## src/design/kvi_pkg.sv

```systemverilog
// Package for the keyframe vector interpolator.
// Holds table sizes, codes, state enums and the records passed between modules.
// No dependencies.
`default_nettype none

package kvi_pkg;

   localparam int KEYS      = 64;
   localparam int KEY_AW    = $clog2(KEYS);
   localparam int CNT_W     = $clog2(KEYS + 1);
   localparam int FACT_W    = 18;
   localparam int FRAC_W    = 16;
   localparam int DIV_STEPS = FACT_W;
   localparam int DIV_CW    = $clog2(DIV_STEPS);

   localparam logic signed [FACT_W-1:0] FACT_MAX = 18'sh1FFFF;
   localparam logic signed [FACT_W-1:0] FACT_MIN = 18'sh20000;

   localparam logic OP_LOAD  = 1'b0;
   localparam logic OP_QUERY = 1'b1;

   localparam logic [1:0] STATUS_OK   = 2'd0;
   localparam logic [1:0] STATUS_PAST = 2'd1;
   localparam logic [1:0] STATUS_SAT  = 2'd2;

   typedef struct packed {
      logic [31:0]      tkey;
      logic [2:0][31:0] vec;
   } key_entry_type;

   typedef struct packed {
      logic               start;
      logic signed [32:0] num;
      logic signed [32:0] den;
   } div_req_type;

   typedef struct packed {
      logic                     done;
      logic                     sat;
      logic signed [FACT_W-1:0] factor;
   } div_res_type;

   typedef enum logic [1:0] {
      DV_IDLE,
      DV_CHECK,
      DV_STEP,
      DV_FINAL
   } div_state_type;

   typedef enum logic [3:0] {
      ST_IDLE,
      ST_ONE_RD,
      ST_ONE_GET,
      ST_SRCH_RD,
      ST_SRCH_CMP,
      ST_SEG_RD,
      ST_SEG_GET,
      ST_DIV_START,
      ST_DIV_WAIT,
      ST_DIFF,
      ST_MUL,
      ST_ADD,
      ST_EMIT
   } main_state_type;

endpackage

`default_nettype wire

```

## src/design/kvi_div.sv

```systemverilog
// Iterative factor divider: ((num << 16) / den) truncated toward zero and
// clamped to signed Q1.16, one restoring step per cycle. Depends on kvi_pkg.
`default_nettype none

module kvi_div import kvi_pkg::*; (
   input  wire logic        clock,
   input  wire logic        reset,
   input  wire div_req_type req,
   output div_res_type      res
);

   div_state_type state_ff, state_in;
   logic [48:0]       rem_ff, rem_in;
   logic [49:0]       dsh_ff, dsh_in;
   logic [32:0]       dm_ff, dm_in;
   logic [FACT_W-1:0] quo_ff, quo_in;
   logic [DIV_CW-1:0] cnt_ff, cnt_in;
   logic              neg_ff, neg_in;
   logic              zero_ff, zero_in;
   logic              ovf_ff, ovf_in;

   logic [32:0] nm;

   always_ff @(posedge clock) begin
      if (reset) begin
         state_ff <= DV_IDLE;
      end else begin
         state_ff <= state_in;
      end
      rem_ff  <= rem_in;
      dsh_ff  <= dsh_in;
      dm_ff   <= dm_in;
      quo_ff  <= quo_in;
      cnt_ff  <= cnt_in;
      neg_ff  <= neg_in;
      zero_ff <= zero_in;
      ovf_ff  <= ovf_in;
   end

   always_comb begin
      state_in = state_ff;
      rem_in   = rem_ff;
      dsh_in   = dsh_ff;
      dm_in    = dm_ff;
      quo_in   = quo_ff;
      cnt_in   = cnt_ff;
      neg_in   = neg_ff;
      zero_in  = zero_ff;
      ovf_in   = ovf_ff;
      res      = '0;
      nm       = req.num[32] ? 33'(-req.num) : 33'(req.num);

      unique case (state_ff)
         DV_IDLE: begin
            if (req.start) begin
               rem_in   = {nm[32:0], 16'b0};
               dm_in    = req.den[32] ? 33'(-req.den) : 33'(req.den);
               neg_in   = req.num[32] ^ req.den[32];
               zero_in  = (req.den == '0);
               state_in = DV_CHECK;
            end
         end
         DV_CHECK: begin
            // quotient of 2^18 or more cannot fit the factor
            ovf_in   = ({2'b0, rem_ff} >= {dm_ff, 18'b0});
            dsh_in   = {dm_ff, 17'b0};
            quo_in   = '0;
            cnt_in   = '0;
            state_in = zero_ff ? DV_FINAL : DV_STEP;
         end
         DV_STEP: begin
            if ({1'b0, rem_ff} >= dsh_ff) begin
               rem_in = rem_ff - dsh_ff[48:0];
               quo_in = {quo_ff[FACT_W-2:0], 1'b1};
            end else begin
               quo_in = {quo_ff[FACT_W-2:0], 1'b0};
            end
            dsh_in = {1'b0, dsh_ff[49:1]};
            cnt_in = cnt_ff + 1'b1;
            if (cnt_ff == DIV_CW'(DIV_STEPS - 1)) begin
               state_in = DV_FINAL;
            end
         end
         DV_FINAL: begin
            res.done = 1'b1;
            if (zero_ff) begin
               res.factor = '0;
            end else if (!neg_ff) begin
               if (ovf_ff || quo_ff[FACT_W-1]) begin
                  res.sat    = 1'b1;
                  res.factor = FACT_MAX;
               end else begin
                  res.factor = $signed(quo_ff);
               end
            end else begin
               if (ovf_ff || (quo_ff > FACT_W'(1 << (FACT_W - 1)))) begin
                  res.sat    = 1'b1;
                  res.factor = FACT_MIN;
               end else begin
                  res.factor = $signed(FACT_W'(-quo_ff));
               end
            end
            state_in = DV_IDLE;
         end
         default: state_in = DV_IDLE;
      endcase
   end

endmodule

`default_nettype wire

```

## config.mk

```make
export PLATFORM = sky130hd
export DESIGN_NAME = kvi_div
export DESIGN_NICKNAME = d
export VERILOG_FILES = /design/src/design/kvi_pkg.sv /design/src/design/kvi_div.sv
export SDC_FILE = /design/constraint.sdc
export NUM_CORES = 1
export LEC_CHECK = 0
export ABC_CLOCK_PERIOD_IN_PS = 10800
export BUFFER_PORTS_ARGS = -buffer_cell sky130_fd_sc_hd__buf_2
export CAP_MARGIN = 20
export CORE_MARGIN = 8
export CORE_UTILIZATION = 60
export CTS_CLUSTER_SIZE = 10
export DETAILED_ROUTE_END_ITERATION = 10
export HOLD_SLACK_MARGIN = 0.12
export PLACE_DENSITY = 0.81
export RECOVER_POWER = 25
export SLEW_MARGIN = 20
export SYNTH_ARGS = -nofsm -noshare
export SYNTH_HDL_FRONTEND = slang
export SYNTH_SLANG_ARGS = --single-unit
export TNS_END_PERCENT = 10
```

## constraint.sdc

```tcl
create_clock -name clock -period 10.8 [get_ports clock]
set_input_delay 0.54 -clock clock [delete_from_list [all_inputs] [get_ports clock]]
set_output_delay 0.54 -clock clock [all_outputs]
set_load 0.005 [all_outputs]
```

[After elaboration in Yosys (flattened, before gate mapping)]
Index checks and enable logic that the tools add are counted.
Widths: inputs -> output; s select.
Word-level totals
  output and inout bits: 20
  word-level logic and storage cells: 56
  register bits after elaboration: 160
  input port bits: 69
Cells by class
  add/subtract/negate cells: 5
  $lt $le $gt $ge: 3
  reductions and logical operators: 9
  bitwise operators: 1
  equal/unequal tests: 7
  muxes and demuxes: 21
Operator list (count)
  $pmux 50 s2: 1
  $mux 49: 2
  $pmux 49 s2: 1
  $neg 33->33: 2
  $mux 18: 3
  $ge 49x51->1: 1
  $ge 49x50->1: 1
  $sub 49x49->49: 1
  $pmux 18 s2: 1
  $logic_not 33->1: 1
  $mux 33: 1
  $mux 32: 1
  $mux 20: 1
  $mux 19: 1
  $gt 18x18->1 const B: 1
  $neg 18->18: 1
  $pmux 5 s2: 1
  $pmux 2 s4: 1
  $ne 2x2->1 const B: 3
  $add 5x1->5 const B: 1
  $eq 5x5->1 const B: 1
  $mux 1: 5
  $eq 2x2->1 const B: 2
  $mux 2: 2
  other kinds (7): 10

[Longest topological paths before layout]
  depth in word-level cells: 6
  depth in mapped cells: 11
  depth with buffers taken out: 11

[Least setup slack after synthesis]
OpenSTA, ideal clock, no wires.
  path kind: register to register
  start: register rem_ff[0]
  end: register rem_ff[0], enable pin
  required time: 10321 ps
  path slack: 4995 ps
  setup time: 479 ps
  clock period less this slack: 5805 ps
  arrival: 5326 ps
  buffers on the path: 0
  cell stages (with the launch flop): 12
  path through: edfxtp_1 inv_1 ha_1 fa_1 nand2b_1 a211oi_1 o211ai_1 a31oi_1 nor2_1 a2111oi_0 o311a_1 a2bb2oi_1
Between the ends
  longest elaborated chain between the ends: 3
RTL lines
  from (decl): RTL line kvi_div.sv:13  | logic [48:0] rem_ff, rem_in;
  from (signal assigned): RTL line kvi_div.sv:30  | rem_ff <= rem_in;
  $ge 49x50->1: RTL line kvi_div.sv:72  | if ({1'b0, rem_ff} >= dsh_ff) begin
  $ne 2x2->1 (no source line)
  $reduce_and 3->1 (no source line)
Every way passes these cells.
A chain may end at the register's enable or synchronous reset.

[Final worst setup path]
  start: register rem_ff[0]
  end: register rem_ff[19], enable pin
Same word-level chain as after synthesis.

==> flow_summary.yaml <==
outcome:
  status: "finished with violations"
  violations: "capacitance limit, slew limit"
grt:
  met3_usage_pct: 4.91
  grt_usage_pct: 23.6
  grt_use_met1_pct: 29.9
  grt-ovfl-total: 0
  grt_pass1_wl_um: 46100
  top_usage_layer: "met2"
  antenna_found_initial: 0
  grt_pass1_vias: 9498
  grt_max_degree: 75
  grt_use_met2_pct: 39.5
place:
  portBuffers: 88
  dp_hpwl_um: 20700
  gp_congestion: 0.954
final_layout:
  final_common_cell: "edfxtp_1"
  nFillCells: 1515
  area.sequential_um2: 4780
  finish.utilization_pct: 66.8
  layout-drive-gt1-share_pct: 10.9
  area_delta_synth_final_pct: 10.9
  layout_common_cells: "edfxtp_1 (158), nand2_1 (126), nor2_1 (120)"
  num-nets-final: 1490
  multi_input_area_um2: 6220
  antenna_cells: 0
clock_tree:
  numCtsBuffers: 17
  clk_pin_slew_ns: 0.06
  post_cts_resized: 0
  cts_buffer_depth: 2
  clkSinkCount: 160
  root_buffer: "clkbuf_16"
  cts-htree-levels: 4
  cts_hold_buffers: 0
  cts_tree: "done"
  cts_setup_buffers: 0
  insertion_delay_ns: 0.43
logic_synthesis:
  synth_compound_area_share_pct: 19.4
  synth-edff-count: 158
  synth_cell_types: 67
  synth_top_family_by_area: "compound AO/OA/AOI/OAI gates"
  syn_area_per_cell_um2: 9.20
  synth_area_um2: 11600
  synthCells: 1258
  synth_ff_type: "edfxtp_1"
  muxShareOfSynthArea_pct: 0.540
  synthXorXnorAreaFrac_pct: 7.26
  ys_ff_latch: 160
  syn_nets: 1418
  synth-seq-area-share_pct: 41.3
  synth_warnings: 0
  synthAdderAreaFrac_pct: 9.90
  async_flop_share_pct: 0
  synth-simple-area-share_pct: 16.4
timing:
  hold_slack_ns: 0.285
  tightest_slew_ns: 3.11
  rsz0062_at_grt: "false"
  timing.final.crit_period_ns: 4.73
  hold_viol: 0
  finalSetupTns_ns: 0
  relSlewSlack_pct: -108
  finalSetupViolCount: 0
  fmax_mhz: 211
  skew_ns: 0.0119
  final.period_utilization_pct: 43.8
  slew_violations: 211
worst_setup_path:
  worst_setup_path_end_kind: "register"
  cp.required_ns: 10.87
  crit_path_max_fanout: 29
  startpoint_type: "register"
  crit_type: "reg -> reg"
  cp.arrival_ns: 4.81
detailed_routing:
  viasPerCell: 6.11
  initialDrtViolationCount: 1089
  antenna_left: 0
  firstDrtPassIters: 5
  drcViolationCount: 0
  wl_um: 28200
  num_vias: 9823
  avgRoutedWirePerCell_um: 17.5
floorplan:
  num_rows: 51
  ios: 89
  die_area_um2: 24000
  core_um2: 19200
  initial_core_util_pct: 60.3
  fp.dieW_um: 155
  chipHeight_um: 155
power:
  combPwrFrac_pct: 56.5
  cellPowerDensity_nw_per_um2: 355
  ir_drop_v: 0.000188
  p_seq_share_pct: 29.8
  swShare_pct: 45.7
  net-switching-power_w: 0.00208
  p_leak_nw: 5.21
  clockPowerShare_pct: 13.7
  p_int_w: 0.00247
job:
  cap_viol_max_count: 4
hold_path:
  hold_path.class: "in -> reg"
[power groups by stage]
stage                     Combinational [W]  Sequential [W]  Clock (W)
after floorplan                     0.00193         0.00129          0
after global placement              0.00246         0.00133          0
after detailed placement            0.00251         0.00134          0
after CTS                           0.00255         0.00133   0.000628
after global routing                0.00285         0.00139   0.000654
final                               0.00258         0.00136   0.000624
[layer usage]
layer | wire, µm | part of all wire [%] | vias up
li1 | - | - | 4733
met1 | 12000 | 43 | 4600
met2 | 13400 | 48 | 429
met3 | 2060 | 7.3 | 61
met4 | 709 | 2.5 | 0
met5 | 0 | 0 | -
[final timing paths]
path / from / end / slack, ns / cells after the start
setup / recovery: rem_ff[0]$_SDFFCE_PN0P_ / rem_ff[19]$_DFFE_PP_ / 6.07 / 12
hold / removal: reset / state_ff[1]$_SDFFE_PP0P_ / 0.28 / 2
setup reg to reg: rem_ff[0]$_SDFFCE_PN0P_ / rem_ff[19]$_DFFE_PP_ / 6.07 / 12
hold reg to reg: dsh_ff[40]$_DFFE_PP_ / dsh_ff[39]$_DFFE_PP_ / 0.56 / 2
[Yosys cell counts (5+ instances only)]
master,count,area share (%)
buf_1,6,0.19
or4_1,8,0.52
a2111oi_0,5,0.38
o211ai_1,9,0.58
inv_1,114,3.7
a21o_1,24,1.6
o31ai_1,23,1.5
a31oi_1,17,0.92
o21ai_0,103,4.5
nand2b_1,6,0.32
or3_1,16,0.86
nor2b_1,11,0.59
clkbuf_1,32,1.0
nor4_1,10,0.54
a311oi_1,8,0.61
nand2_1,126,4.1
edfxtp_1,158,41
nor3_1,20,0.86
xor2_1,26,2.0
a21oi_1,87,3.8
o41ai_1,6,0.45
and3_1,5,0.27
o21a_1,8,0.52
xnor2_1,70,5.3
nand3_1,16,0.69
o21bai_1,7,0.45
and2_1,23,1.2
nor2_1,120,3.9
nand4_1,15,0.81
ha_1,90,9.7
a211oi_1,13,0.84
[cell families after synthesis]
family | count (synthesis)
muxes | 6
DFF | 160
buffers and inverters | 155
and+or+nand+nor | 399
AOI/OAI and AO/OA | 351
xor gates and xnor gates | 96
adders and majority gates | 91
[sequential cells by signal (all words and copies together) (netlist names)]
signal    flops
cnt_ff        5
ovf_ff        1
dm_ff        33
zero_ff       1
rem_ff       49
quo_ff       18
state_ff      2
neg_ff        1
dsh_ff       50
[worst max-delay path, stage by stage, from the launching register on]
cell       delay, ns
edfxtp_1        0.34
inv_1           0.05
ha_1            0.21
fa_1            0.39
nand2b_1        0.17
a211oi_1        0.36
o211ai_1        0.21
a31oi_1         0.32
nor2_1          0.12
a2111oi_0       0.74
o311a_1         0.33
a2bb2oi_4       0.59
buf_4           0.51
[stage by stage]
stage	cell area [µm²]	cells	worst slack, ns	total power [W]
finish	12800	1608	6.07	0.00456
detailed placement	12300	1576	6.07	0.00385
global placement	12300	1576	6.26	0.00379
global route	12800	1608	5.51	0.00490
floorplan	11600	1258	5.00	0.00322
CTS	12900	1608	6.05	0.00451
[final cells by class]
class	instances	area share, %
tap	265	2.58
clock buffer	20	3.48
sequential	160	37.3
inverter	115	3.36
clock inverter	12	1.22
multi-input combinational	943	48.4
timing repair buffer	93	3.66
Note: power is estimated with default switching activity, not from simulation.
